--- src/design/wrhp_pkg.sv ---
// ---------------------------------------------------------------------------
// wrhp_pkg
// Types, codes and constants shared by the WebP RIFF header probe.
// ---------------------------------------------------------------------------
`timescale 1ns / 1ps
`default_nettype none
package wrhp_pkg;

   // byte position only matters up to the minimum file length, so saturate there
   localparam int POS_SAT  = 19;
   localparam int POS_BITS = $clog2(POS_SAT + 1);

   localparam int DIM_BITS  = 25;
   localparam int PIX_BITS  = 48;
   localparam int PROD_BITS = 2 * DIM_BITS;

   // status codes
   localparam logic [2:0] STATUS_OK          = 3'd0;
   localparam logic [2:0] STATUS_TRUNCATED   = 3'd1;
   localparam logic [2:0] STATUS_BAD_MAGIC   = 3'd2;
   localparam logic [2:0] STATUS_CORRUPT     = 3'd3;
   localparam logic [2:0] STATUS_DIM_REJECT  = 3'd4;
   localparam logic [2:0] STATUS_UNSUPPORTED = 3'd5;

   // register indexes
   localparam logic [1:0] CSR_MAX_WIDTH   = 2'd0;
   localparam logic [1:0] CSR_MAX_HEIGHT  = 2'd1;
   localparam logic [1:0] CSR_MAX_PIXELS  = 2'd2;
   localparam logic [1:0] CSR_HEADER_ONLY = 2'd3;

   localparam logic [DIM_BITS-1:0] RESET_MAX_WIDTH  = DIM_BITS'(16384);
   localparam logic [DIM_BITS-1:0] RESET_MAX_HEIGHT = DIM_BITS'(16384);
   localparam logic [PIX_BITS-1:0] RESET_MAX_PIXELS = PIX_BITS'(268435456);

   // chunk kinds
   localparam logic [1:0] KIND_OTHER = 2'd0;
   localparam logic [1:0] KIND_VP8X  = 2'd1;
   localparam logic [1:0] KIND_VP8   = 2'd2;
   localparam logic [1:0] KIND_ANMF  = 2'd3;

   localparam logic [31:0] TAG_VP8X = 32'h5650_3858;
   localparam logic [31:0] TAG_VP8  = 32'h5650_3820;
   localparam logic [31:0] TAG_ANMF = 32'h414e_4d46;

   localparam logic [31:0] MAGIC_RIFF = 32'h5249_4646;
   localparam logic [31:0] MAGIC_WEBP = 32'h5745_4250;

   typedef struct packed {
      logic [7:0] data_byte;
      logic       last_byte;
   } req_type;

   typedef struct packed {
      logic [2:0]          status;
      logic [DIM_BITS-1:0] image_width;
      logic [DIM_BITS-1:0] image_height;
      logic [31:0]         frame_total;
      logic                alpha_present;
      logic [7:0]          format_flags;
   } rsp_type;

   typedef struct packed {
      logic [DIM_BITS-1:0] max_width;
      logic [DIM_BITS-1:0] max_height;
      logic [PIX_BITS-1:0] max_pixels;
      logic                header_only_mode;
   } cfg_type;

   // end-of-file snapshot of the walker state
   typedef struct packed {
      logic [2:0]          early_status;
      logic                check_limits;
      logic [DIM_BITS-1:0] width;
      logic [DIM_BITS-1:0] height;
      logic [31:0]         frames;
      logic [7:0]          flags;
   } snap_type;

   typedef struct packed {
      snap_type             snap;
      logic [PROD_BITS-1:0] pixels;
   } prod_type;

endpackage
`default_nettype wire

--- src/design/webp_riff_header_probe_top.sv ---
// ---------------------------------------------------------------------------
// webp_riff_header_probe_top
// Streaming WebP RIFF container header probe with limit checking.
// ---------------------------------------------------------------------------
// Takes a WebP file as one byte request per clock while not stalled, with
// last_byte marking the final byte, and answers each file with exactly one
// response carrying the status, image size, frame count and flags. One byte
// is accepted every cycle with no gaps while the result stages are not backed
// up: the chunk walker updates its counters and shift registers in the cycle
// of acceptance. The response for a file passes through the snapshot
// register, the 25x25 multiplier register and the output register, and a new
// file may start on the very next byte. Requests keep flowing while a response
// waits; the intake stalls only once every result stage holds an untaken
// response. Limit registers are written through the csr_ port and must be
// written only between files.
`timescale 1ns / 1ps
`default_nettype none
module webp_riff_header_probe_top
   import wrhp_pkg::*;
(
   input  wire logic                clock,
   input  wire logic                reset,
   input  wire logic                req_valid,
   output logic                     req_ready,
   input  wire req_type             req_data,
   output logic                     rsp_valid,
   input  wire logic                rsp_ready,
   output rsp_type                  rsp_data,
   input  wire logic                csr_we,
   input  wire logic [1:0]          csr_index,
   input  wire logic [PIX_BITS-1:0] csr_wdata
);

   cfg_type  cfg_ff, cfg_in;
   snap_type snap;
   snap_type s1_ff, s1_in;
   prod_type s2_ff, s2_in;
   rsp_type  rsp_ff, rsp_in;
   rsp_type  rsp_form;
   logic     s1_valid_ff, s1_valid_in;
   logic     s2_valid_ff, s2_valid_in;
   logic     rsp_valid_ff, rsp_valid_in;
   logic     rsp_adv, s2_adv, s1_adv;
   logic     step;

   // Configuration: decode the index, keep everything else
   always_comb begin
      cfg_in = cfg_ff;
      if (csr_we) begin
         unique case (csr_index)
            CSR_MAX_WIDTH:   cfg_in.max_width        = csr_wdata[DIM_BITS-1:0];
            CSR_MAX_HEIGHT:  cfg_in.max_height       = csr_wdata[DIM_BITS-1:0];
            CSR_MAX_PIXELS:  cfg_in.max_pixels       = csr_wdata;
            CSR_HEADER_ONLY: cfg_in.header_only_mode = csr_wdata[0];
         endcase
      end
   end

   // Stage advance: a stage moves when its successor is empty or moving
   assign rsp_adv   = !rsp_valid_ff || rsp_ready;
   assign s2_adv    = !s2_valid_ff || rsp_adv;
   assign s1_adv    = !s1_valid_ff || s2_adv;
   assign req_ready = s1_adv;
   assign step      = req_valid && req_ready;

   wrhp_chunk_walker u_walker (
      .clock    (clock),
      .reset    (reset),
      .step     (step),
      .req_data (req_data),
      .snap     (snap)
   );

   // Snapshot stage: capture the walker state at a last byte only
   assign s1_valid_in = s1_adv ? (step && req_data.last_byte) : s1_valid_ff;
   assign s1_in       = s1_adv ? snap : s1_ff;

   // Product stage: register width times height ahead of the compare
   assign s2_valid_in = s2_adv ? s1_valid_ff : s2_valid_ff;
   always_comb begin
      s2_in = s2_ff;
      if (s2_adv) begin
         s2_in.snap   = s1_ff;
         s2_in.pixels = s1_ff.width * s1_ff.height;
      end
   end

   wrhp_result_form u_form (
      .prod (s2_ff),
      .cfg  (cfg_ff),
      .rsp  (rsp_form)
   );

   // Output register: hold the response until it is taken
   assign rsp_valid_in = rsp_adv ? s2_valid_ff : rsp_valid_ff;
   assign rsp_in       = rsp_adv ? rsp_form : rsp_ff;

   always_ff @(posedge clock) begin
      if (reset) begin
         cfg_ff.max_width        <= RESET_MAX_WIDTH;
         cfg_ff.max_height       <= RESET_MAX_HEIGHT;
         cfg_ff.max_pixels       <= RESET_MAX_PIXELS;
         cfg_ff.header_only_mode <= 1'b1;
         s1_valid_ff             <= 1'b0;
         s2_valid_ff             <= 1'b0;
         rsp_valid_ff            <= 1'b0;
      end else begin
         cfg_ff       <= cfg_in;
         s1_valid_ff  <= s1_valid_in;
         s2_valid_ff  <= s2_valid_in;
         rsp_valid_ff <= rsp_valid_in;
      end
   end

   // Payload registers carry no reset
   always_ff @(posedge clock) begin
      s1_ff  <= s1_in;
      s2_ff  <= s2_in;
      rsp_ff <= rsp_in;
   end

   assign rsp_valid = rsp_valid_ff;
   assign rsp_data  = rsp_ff;

endmodule
`default_nettype wire

--- src/design/wrhp_chunk_walker.sv ---
// ---------------------------------------------------------------------------
// wrhp_chunk_walker
// Per-byte magic check and RIFF chunk walk; emits the end-of-file snapshot.
// ---------------------------------------------------------------------------
`timescale 1ns / 1ps
`default_nettype none
module wrhp_chunk_walker
   import wrhp_pkg::*;
(
   input  wire logic     clock,
   input  wire logic     reset,
   input  wire logic     step,
   input  wire req_type  req_data,
   output snap_type      snap
);

   logic [POS_BITS-1:0] pos_ff, pos_nx, pos_in;
   logic                magic_ff, magic_nx, magic_in;
   logic [2:0]          hidx_ff, hidx_nx, hidx_in;
   logic [31:0]         tag_ff, tag_nx, tag_in;
   logic [31:0]         len_ff, len_nx, len_in;
   logic [31:0]         left_ff, left_nx, left_in;
   logic                inpay_ff, inpay_nx, inpay_in;
   logic                pad_ff, pad_nx, pad_in;
   logic [1:0]          kind_ff, kind_nx, kind_in;
   logic [3:0]          pidx_ff, pidx_nx, pidx_in;
   logic [23:0]         pw_ff, pw_nx, pw_in;
   logic [23:0]         ph_ff, ph_nx, ph_in;
   logic [7:0]          pf_ff, pf_nx, pf_in;
   logic [DIM_BITS-1:0] fw_ff, fw_nx, fw_in;
   logic [DIM_BITS-1:0] fh_ff, fh_nx, fh_in;
   logic [7:0]          ff_ff, ff_nx, ff_in;
   logic [31:0]         frames_ff, frames_nx, frames_in;

   logic [7:0]  b;
   logic [7:0]  expect_byte;
   logic [31:0] len_full;
   logic        finish;
   logic        clear;

   assign b = req_data.data_byte;

   // magic bytes, most significant first
   always_comb begin
      if (pos_ff < POS_BITS'(4)) begin
         expect_byte = MAGIC_RIFF[8*(3 - int'(pos_ff[1:0])) +: 8];
      end else begin
         expect_byte = MAGIC_WEBP[8*(3 - int'(pos_ff[1:0])) +: 8];
      end
   end

   assign len_full = {b, len_ff[23:0]};

   always_comb begin
      pos_nx    = pos_ff;
      magic_nx  = magic_ff;
      hidx_nx   = hidx_ff;
      tag_nx    = tag_ff;
      len_nx    = len_ff;
      left_nx   = left_ff;
      inpay_nx  = inpay_ff;
      pad_nx    = pad_ff;
      kind_nx   = kind_ff;
      pidx_nx   = pidx_ff;
      pw_nx     = pw_ff;
      ph_nx     = ph_ff;
      pf_nx     = pf_ff;
      fw_nx     = fw_ff;
      fh_nx     = fh_ff;
      ff_nx     = ff_ff;
      frames_nx = frames_ff;
      finish    = 1'b0;

      if (step) begin
         if (pos_ff < POS_BITS'(4) || (pos_ff >= POS_BITS'(8) && pos_ff < POS_BITS'(12))) begin
            if (b != expect_byte) begin
               magic_nx = 1'b0;
            end
         end else if (pos_ff >= POS_BITS'(12)) begin
            if (inpay_ff) begin
               if (kind_ff == KIND_VP8X) begin
                  case (pidx_ff)
                     4'd0: pf_nx = b;
                     4'd4: pw_nx[7:0]   = b;
                     4'd5: pw_nx[15:8]  = b;
                     4'd6: pw_nx[23:16] = b;
                     4'd7: ph_nx[7:0]   = b;
                     4'd8: ph_nx[15:8]  = b;
                     4'd9: ph_nx[23:16] = b;
                     default: ;
                  endcase
               end else if (kind_ff == KIND_VP8) begin
                  case (pidx_ff)
                     4'd6: pw_nx[7:0]  = b;
                     4'd7: pw_nx[15:8] = b;
                     4'd8: ph_nx[7:0]  = b;
                     4'd9: ph_nx[15:8] = b;
                     default: ;
                  endcase
               end
               if (pidx_ff != 4'hf) begin
                  pidx_nx = pidx_ff + 4'd1;
               end
               left_nx = left_ff - 32'd1;
               finish  = (left_ff == 32'd1);
            end else if (pad_ff) begin
               pad_nx = 1'b0;
            end else begin
               case (hidx_ff)
                  3'd4: len_nx = {24'd0, b};
                  3'd5: len_nx[15:8]  = b;
                  3'd6: len_nx[23:16] = b;
                  3'd7: len_nx = len_full;
                  default: tag_nx = {tag_ff[23:0], b};
               endcase
               hidx_nx = hidx_ff + 3'd1;
               if (hidx_ff == 3'd7) begin
                  if (tag_ff == TAG_VP8X && len_full >= 32'd10) begin
                     kind_nx = KIND_VP8X;
                  end else if (tag_ff == TAG_VP8 && len_full >= 32'd10) begin
                     kind_nx = KIND_VP8;
                  end else if (tag_ff == TAG_ANMF) begin
                     kind_nx = KIND_ANMF;
                  end else begin
                     kind_nx = KIND_OTHER;
                  end
                  pidx_nx = 4'd0;
                  pw_nx   = 24'd0;
                  ph_nx   = 24'd0;
                  pf_nx   = 8'd0;
                  left_nx = len_full;
                  pad_nx  = 1'b0;
                  if (len_full == 32'd0) begin
                     finish = 1'b1;
                  end else begin
                     inpay_nx = 1'b1;
                  end
               end
            end

            // close the chunk: commit what it carried
            if (finish) begin
               if (kind_nx == KIND_VP8X) begin
                  fw_nx = {1'b0, pw_nx} + DIM_BITS'(1);
                  fh_nx = {1'b0, ph_nx} + DIM_BITS'(1);
                  ff_nx = pf_nx;
               end else if (kind_nx == KIND_VP8) begin
                  fw_nx = DIM_BITS'(pw_nx[13:0]);
                  fh_nx = DIM_BITS'(ph_nx[13:0]);
               end else if (kind_nx == KIND_ANMF) begin
                  if (frames_ff != '1) begin
                     frames_nx = frames_ff + 32'd1;
                  end
               end
               inpay_nx = 1'b0;
               pad_nx   = len_nx[0];
            end
         end
         if (pos_ff != POS_BITS'(POS_SAT)) begin
            pos_nx = pos_ff + POS_BITS'(1);
         end
      end
   end

   // snapshot of the state as it stands after the final byte
   always_comb begin
      snap.width        = fw_nx;
      snap.height       = fh_nx;
      snap.frames       = frames_nx;
      snap.flags        = ff_nx;
      snap.check_limits = 1'b0;
      snap.early_status = STATUS_OK;
      if (pos_ff < POS_BITS'(POS_SAT)) begin
         snap.early_status = STATUS_TRUNCATED;
      end else if (!magic_nx) begin
         snap.early_status = STATUS_BAD_MAGIC;
      end else if (inpay_nx) begin
         snap.early_status = STATUS_TRUNCATED;
      end else if (fw_nx == '0 || fh_nx == '0) begin
         snap.early_status = STATUS_CORRUPT;
      end else begin
         snap.check_limits = 1'b1;
      end
   end

   // a final byte returns everything to the start of a new file
   assign clear = step && req_data.last_byte;

   always_comb begin
      pos_in    = clear ? '0 : pos_nx;
      magic_in  = clear ? 1'b1 : magic_nx;
      hidx_in   = clear ? '0 : hidx_nx;
      tag_in    = clear ? '0 : tag_nx;
      len_in    = clear ? '0 : len_nx;
      left_in   = clear ? '0 : left_nx;
      inpay_in  = clear ? 1'b0 : inpay_nx;
      pad_in    = clear ? 1'b0 : pad_nx;
      kind_in   = clear ? KIND_OTHER : kind_nx;
      pidx_in   = clear ? '0 : pidx_nx;
      pw_in     = clear ? '0 : pw_nx;
      ph_in     = clear ? '0 : ph_nx;
      pf_in     = clear ? '0 : pf_nx;
      fw_in     = clear ? '0 : fw_nx;
      fh_in     = clear ? '0 : fh_nx;
      ff_in     = clear ? '0 : ff_nx;
      frames_in = clear ? 32'd1 : frames_nx;
   end

   always_ff @(posedge clock) begin
      if (reset) begin
         pos_ff    <= '0;
         magic_ff  <= 1'b1;
         hidx_ff   <= '0;
         tag_ff    <= '0;
         len_ff    <= '0;
         left_ff   <= '0;
         inpay_ff  <= 1'b0;
         pad_ff    <= 1'b0;
         kind_ff   <= KIND_OTHER;
         pidx_ff   <= '0;
         pw_ff     <= '0;
         ph_ff     <= '0;
         pf_ff     <= '0;
         fw_ff     <= '0;
         fh_ff     <= '0;
         ff_ff     <= '0;
         frames_ff <= 32'd1;
      end else begin
         pos_ff    <= pos_in;
         magic_ff  <= magic_in;
         hidx_ff   <= hidx_in;
         tag_ff    <= tag_in;
         len_ff    <= len_in;
         left_ff   <= left_in;
         inpay_ff  <= inpay_in;
         pad_ff    <= pad_in;
         kind_ff   <= kind_in;
         pidx_ff   <= pidx_in;
         pw_ff     <= pw_in;
         ph_ff     <= ph_in;
         pf_ff     <= pf_in;
         fw_ff     <= fw_in;
         fh_ff     <= fh_in;
         ff_ff     <= ff_in;
         frames_ff <= frames_in;
      end
   end

endmodule
`default_nettype wire

--- src/design/wrhp_result_form.sv ---
// ---------------------------------------------------------------------------
// wrhp_result_form
// Limit compares and final status selection for one end-of-file snapshot.
// ---------------------------------------------------------------------------
`timescale 1ns / 1ps
`default_nettype none
module wrhp_result_form
   import wrhp_pkg::*;
(
   input  wire prod_type  prod,
   input  wire cfg_type   cfg,
   output rsp_type        rsp
);

   logic       over;
   logic [2:0] status;

   assign over = (prod.snap.width > cfg.max_width)
              || (prod.snap.height > cfg.max_height)
              || (prod.pixels > PROD_BITS'(cfg.max_pixels));

   always_comb begin
      if (!prod.snap.check_limits) begin
         status = prod.snap.early_status;
      end else if (over) begin
         status = STATUS_DIM_REJECT;
      end else if (cfg.header_only_mode) begin
         status = STATUS_OK;
      end else begin
         status = STATUS_UNSUPPORTED;
      end
   end

   always_comb begin
      rsp.status = status;
      if (status == STATUS_OK || status == STATUS_UNSUPPORTED) begin
         rsp.image_width   = prod.snap.width;
         rsp.image_height  = prod.snap.height;
         rsp.frame_total   = prod.snap.frames;
         rsp.alpha_present = prod.snap.flags[4];
         rsp.format_flags  = prod.snap.flags;
      end else begin
         rsp.image_width   = '0;
         rsp.image_height  = '0;
         rsp.frame_total   = 32'd1;
         rsp.alpha_present = 1'b0;
         rsp.format_flags  = '0;
      end
   end

endmodule
`default_nettype wire

--- config.mk ---
export PLATFORM = sky130hd
export DESIGN_NAME = webp_riff_header_probe_top
export DESIGN_NICKNAME = d
export VERILOG_FILES = /design/src/design/wrhp_pkg.sv /design/src/design/webp_riff_header_probe_top.sv /design/src/design/wrhp_chunk_walker.sv /design/src/design/wrhp_result_form.sv
export SDC_FILE = /design/constraint.sdc
export NUM_CORES = 2
export LEC_CHECK = 0
export ABC_AREA = 1
export BUFFER_PORTS_ARGS = -buffer_cell sky130_fd_sc_hd__buf_2
export CORE_MARGIN = 2
export CORE_UTILIZATION = 55
export DETAILED_ROUTE_END_ITERATION = 10
export HOLD_SLACK_MARGIN = 0.06
export PLACE_DENSITY = 0.72
export SLEW_MARGIN = 20
export SYNTH_ARGS = -nofsm -noshare
export SYNTH_HDL_FRONTEND = slang
export SYNTH_HIERARCHICAL = 1
export SYNTH_SLANG_ARGS = --single-unit
--- constraint.sdc ---
create_clock -name clock -period 17 [get_ports clock]
set_input_delay 3.4 -clock clock [delete_from_list [all_inputs] [get_ports clock]]
set_output_delay 3.4 -clock clock [all_outputs]
set_load 0.01 [all_outputs]
Word-level counts from Yosys, hierarchy flattened
Cells that the tools add are included.
{"block": "op_classes", "n_mux": 107, "bitwise": 5, "n_mul": 1, "n_shift": 2, "n_eq_ne": 30, "n_lt_le_gt_ge": 9, "div": 0, "n_reduce_logical": 42, "n_addsub": 8}
{"op": "$mux W32", "n": 11}
{"op": "$mux W25", "n": 12}
{"op": "$mux W24", "n": 12}
{"op": "$mux W8", "n": 23}
{"op": "$eq A32 B31 Y1 const B", "n": 3}
{"op": "$mux W16", "n": 4}
{"op": "$shiftx A32 B32 Y8 const A", "n": 2}
{"op": "$add A24 B1 Y25 const B", "n": 2}
{"op": "$gt A25 B25 Y1", "n": 2}
{"op": "$gt A50 B48 Y1", "n": 1}
{"op": "$logic_not A25 Y1", "n": 2}
{"op": "$mul A25 B25 Y50", "n": 1}
{"op": "$add A32 B1 Y32 const B", "n": 1}
{"op": "$eq A32 B1 Y1 const B", "n": 1}
{"op": "$ge A32 B4 Y1 const B", "n": 1}
{"op": "$logic_not A32 Y1", "n": 1}
{"op": "$ne A32 B32 Y1 const B", "n": 1}
{"op": "$pmux W8 S2", "n": 2}
{"op": "$sub A32 B1 Y32 const B", "n": 1}
{"op": "$reduce_and A6 Y1", "n": 5}
{"op": "$mux W1", "n": 24}
{"op": "$mux W2", "n": 12}
{"op": "$eq A4 B3 Y1 const B", "n": 4}
{"op": "$mux W4", "n": 4}
{"op": "other kinds (33)", "n": 72}
{"block": "totals", "wordCells": 251, "n_memories": 0, "ramBits": 0, "romBits": 0, "latch_bits": 0, "ff_bits": 685, "in_bits": 64}

Depth between registers and ports, before layout
{"block": "logic_depth", "depth_word": 22, "mapped_depth": 30, "depth_no_buf": 28}

Hierarchy
The synthesis kept the hierarchy.
{"module": "webp_riff_header_probe_top", "instances": 1, "area_each_um2": 36281.0, "cells_per_inst": 4004}
{"module": "wrhp_chunk_walker", "instances": 1, "area_each_um2": 15107.0, "cells_per_inst": 2447}
{"module": "wrhp_result_form", "instances": 1, "area_each_um2": 3577.2, "cells_per_inst": 648}

Least setup slack after synthesis
No wires, ideal clock.
{"block": "synth_path", "path_type": "input to output", "startpoint": "input rsp_ready", "endpoint": "output req_ready", "stages": 4, "setup_slack_ns": 5.722, "arrival_ns": 7.878, "required_time_ns": 13.600, "path_cell_list": "inv_1 nand2_1 nor2_1 nand2_1"}
{"block": "synth_via", "elab_chain_len": 3}
{"item": "from (decl)", "line_no": "webp_riff_header_probe_top.sv:27", "text": "input wire logic rsp_ready,"}
{"item": "$logic_or A1 B1 Y1", "line_no": "webp_riff_header_probe_top.sv:60", "text": "assign rsp_adv = !rsp_valid_ff || rsp_ready;"}
{"item": "via rsp_adv", "line_no": "webp_riff_header_probe_top.sv:43", "text": "logic rsp_adv, s2_adv, s1_adv;"}
{"item": "$logic_or A1 B1 Y1", "line_no": "webp_riff_header_probe_top.sv:61", "text": "assign s2_adv = !s2_valid_ff || rsp_adv;"}
{"item": "$logic_or A1 B1 Y1", "line_no": "webp_riff_header_probe_top.sv:62", "text": "assign s1_adv = !s1_valid_ff || s2_adv;"}
{"item": "to (decl)", "line_no": "webp_riff_header_probe_top.sv:24", "text": "output logic req_ready,"}
The timed path passes the listed nets, and every way through them passes these cells.

Worst setup path in the final report
Same ends and word-level chain as after synthesis.

==> summary.txt <==
Run status
  – Status: complete, no violations

Timing
  – Setup TNS: 0 ns
  – Fin Clk Skew: 0.03255 ns
  – Final setup violating endpoints: 0
  – Final Max Tran Viols: 0
  – Final period utilization: 49.77%
  – Slew of the pin with the lowest slew margin: 1.104 ns
  – Final Hold Fails: 0
  – Slew HR: 26.41%
  – Setup ws final: 8.539 ns
  – RSZ-0062 raised after global routing: false
  – Period minus WS final: 8.461 ns
  – Max Clk Rate: 118.2 MHz
  – Worst Hold Slack: 0.4185 ns

Die
  – Starting Density: 55.69%
  – Die width: 320.1 microns
  – Die outline area: 102500 sq um
  – Die height: 320.1 microns
  – Row Count: 115
  – Std-Cell Core Area: 98710 sq um
  – # IOs: 160

Detailed routing
  – Routed Wire Length: 146.6 mm
  – DRC violations left: 0
  – Vias: 44470
  – Total iterations of the first detailed-routing run: 6
  – Initial DRC count: 3851
  – WL/cell: 17.32 microns
  – Vias/cell: 5.253
  – Remaining antenna violation count: 0

Power
  – Leakage: 31.44 nW
  – Max VDD drop: 0.07861 mV
  – Final Power: 3.533 mW
  – Pwr/cell area: 59.52 nW/um^2

Setup path
  – Worst-path fanout max: 41
  – Crit-path cells: buf_2 -> inv_1 -> nand2_4 -> nor2_1 -> nand2_4 -> buf_2
  – CP peak stage delay: 0.50 ns
  – Critical path origin: rsp_ready
  – Worst Path Required: 13.60 ns
  – CP Capture Type: output port
  – R2r startpoint: s1_ff[52]$_DFFE_PN_
  – Setup CP Type: in -> out
  – Crit-path slowest cell: nor2_1
  – CP startpoint kind: input pin
  – Critical Path AT: 5.06 ns

GRT
  – Met2 Use GR: 46.66%
  – Initial antenna violation count: 2
  – First-pass GRT wire length: 236.3 mm
  – Busiest layer in global routing: met2
  – Met3 usage: 3.902%
  – Largest net degree at the start of global routing: 101
  – Total GRT Usage: 29.06%
  – Global Route met1 Usage: 40.32%
  – Overflow after GRT: 0
  – Vias in the first global route: 44310

Yosys
  – Cell variety after synth: 53
  – #FFs+latches synth: 685
  – Ys Warns: 6
  – Mapped cell area: 54970 sq um
  – Avg Cell Area, Syn: 7.743 sq um
  – Number of synthesized flops with an enable pin: 332
  – Cells after Synth: 7099
  – Synth async-reset ratio: 0%
  – Register area share after synthesis: 30.99%
  – Post-synth net total: 7987
  – Top_reg_cell synth: dfxtp_1

Final layout
  – Antenna fix cells: 0
  – Layout cells sized above 1: 7.982%
  – Post-route cell area: 59350 sq um
  – Area Growth Syn to Fin: 7.981%
  – Nets: 8007

Clock network
  – TritonCTS clock tree: yes
  – Clk buf depth: 3
  – Hold_buf cts: 0
  – Clock Sinks: 685
  – Clock Pin Slew Worst Setup and Hold Paths: 0.06 ns
  – Post-CTS setup repair buffer count: 0
  – Post-CTS sizing: 0
  – Root buf cell: clkbuf_16
  – H-tree depth: 3
  – Worst-skew pair later-pin latency: 0.66 ns
  – CTS Buf Count: 75

Place
  – Placed Instance Area: 56760 sq um
  – Port-buffer cells: 159
  – Pre-CTS setup slack: 8.515 ns
  – Placer Congestion: 0.9568
  – Detail Placement HPWL: 109.4 mm

Min path
  – Worst hold start: s1_ff[23]$_DFFE_PN_
  – Hold crit path type: reg -> reg

Job
  – Max-cap viol count: 0
[metal layers]
layer | up-vias | wire (microns)
met1 | 21150 | 63960
met2 | 1695 | 66670
met3 | 367 | 10490
met5 | - | 0
li1 | 21260 | -
met4 | 0 | 5520
[synth_stat cells, types with 2 or more instances]
cell type / number / area share (%)
clkinv_1: 3 / 0.020
o21ai_0: 274 / 2.5
ha_1: 298 / 6.8
o21bai_1: 5 / 0.068
a22oi_1: 18 / 0.25
nand3_2: 13 / 0.24
nand2_1: 1678 / 11
clkbuf_1: 242 / 1.7
nor3_1: 41 / 0.37
nor2_2: 57 / 0.65
xor2_1: 71 / 1.1
edfxtp_1: 332 / 18
xnor2_1: 15 / 0.24
o22ai_1: 2 / 0.023
inv_4: 2 / 0.023
nor2_1: 698 / 4.8
o21ai_2: 2 / 0.032
dfxtp_1: 353 / 13
nor3_2: 4 / 0.073
a21oi_2: 9 / 0.14
a21o_1: 8 / 0.11
nand2_2: 47 / 0.53
fa_1: 526 / 19
nor4_1: 11 / 0.13
o31ai_1: 3 / 0.041
nor2_4: 24 / 0.49
inv_1: 1660 / 11
o21ai_1: 19 / 0.17
nand3b_1: 5 / 0.068
buf_2: 24 / 0.22
a21oi_1: 267 / 2.4
nor3b_1: 2 / 0.027
or2_1: 2 / 0.023
buf_6: 5 / 0.10
nand4_1: 53 / 0.60
o211ai_1: 8 / 0.11
a31oi_1: 5 / 0.057
or2_2: 20 / 0.23
nand2_4: 3 / 0.061
a211oi_1: 5 / 0.068
inv_2: 31 / 0.21
buf_4: 9 / 0.12
buf_1: 4 / 0.027
nand3_1: 232 / 2.1
[layout make-up]
class,count,area (sq um)
fill,8704,39360
multi-input combinational,4432,30410
sequential,685,17040
inverter,1696,6379
clock buffer,93,2067
tap,1287,1610
timing repair buffer,229,1356
clock inverter,44,490.5
[worst max-delay path, delay by kind of cell]
family / cells / cell delay, ns
buffers and inverters: 3 / 0.45
AND/OR/NAND/NOR: 3 / 1.18
[registers in the layout (all words and copies together) (netlist names), 2 cells and up]
signal and count:
u_walker/kind_ff 2, u_walker/pos_ff 5, cfg_ff 99, u_walker/ff_ff 8, u_walker/frames_ff 32, u_walker/fh_ff 25
s2_ff 144, u_walker/pidx_ff 4, u_walker/ph_ff 24, u_walker/fw_ff 25, u_walker/pw_ff 24, u_walker/hidx_ff 3
s1_ff 94, rsp_data 94, u_walker/tag_ff 32, u_walker/left_ff 32, u_walker/len_ff 24, u_walker/pf_ff 8
[path summary, 6_finish.rpt]
path,endpoint,cells past startpoint,slack (ns)
max,req_ready,6,8.54
max reg2reg,s2_ff[43]$_DFFE_PP_,25,9.98
min,s2_ff[73]$_DFFE_PP_,0,0.42
min reg2reg,s2_ff[73]$_DFFE_PP_,0,0.42
[cell usage in the layout (no fill, tap or decap), types with 8 or more instances in the layout]
| master | instances |
|---|---|
| nand4_1 | 53 |
| xor2_1 | 71 |
| nand2_2 | 47 |
| clkbuf_1 | 8 |
| nor3_1 | 41 |
| clkbuf_16 | 77 |
| a22oi_1 | 18 |
| o21ai_0 | 274 |
| xnor2_1 | 15 |
| clkbuf_8 | 8 |
| dfxtp_1 | 352 |
| o21ai_1 | 19 |
| clkinv_2 | 12 |
| inv_2 | 32 |
| o211ai_1 | 8 |
| buf_4 | 67 |
| nand3_1 | 232 |
| clkinv_1 | 9 |
| inv_1 | 1658 |
| a21oi_1 | 266 |
| edfxtp_1 | 332 |
| nor2_1 | 697 |
| a21o_1 | 8 |
| a21oi_2 | 9 |
| or2_2 | 20 |
| nand2_1 | 1676 |
| nand3_2 | 13 |
| fa_1 | 526 |
| ha_1 | 298 |
| buf_2 | 159 |
| nor2_2 | 57 |
| nor2_4 | 25 |
| nor4_1 | 10 |
[logic make-up after synthesis]
| group | synth area share, % |
|---|---|
| simple gates | 21.84 |
| buf+inv | 13.76 |
| fa+ha+maj | 25.94 |
| flops | 30.99 |
| compound gates | 6.082 |
| xor+xnor | 1.370 |
| other cells | 0.006822 |
[per-stage QoR]
step | util, % | instances
finish | 60.13 | 8466
detailed placement | 57.51 | 8327
global route | 60.13 | 8466
global placement | 57.48 | 8326
floorplan | - | 7099
CTS | 60.10 | 8464
[power by group]
group | switching, mW | internal (mW)
Sequential | 0.00847 | 1.73
Combinational | 0.0833 | 0.0338
Clock | 0.705 | 0.970
(Power assumes the default switching activity.)
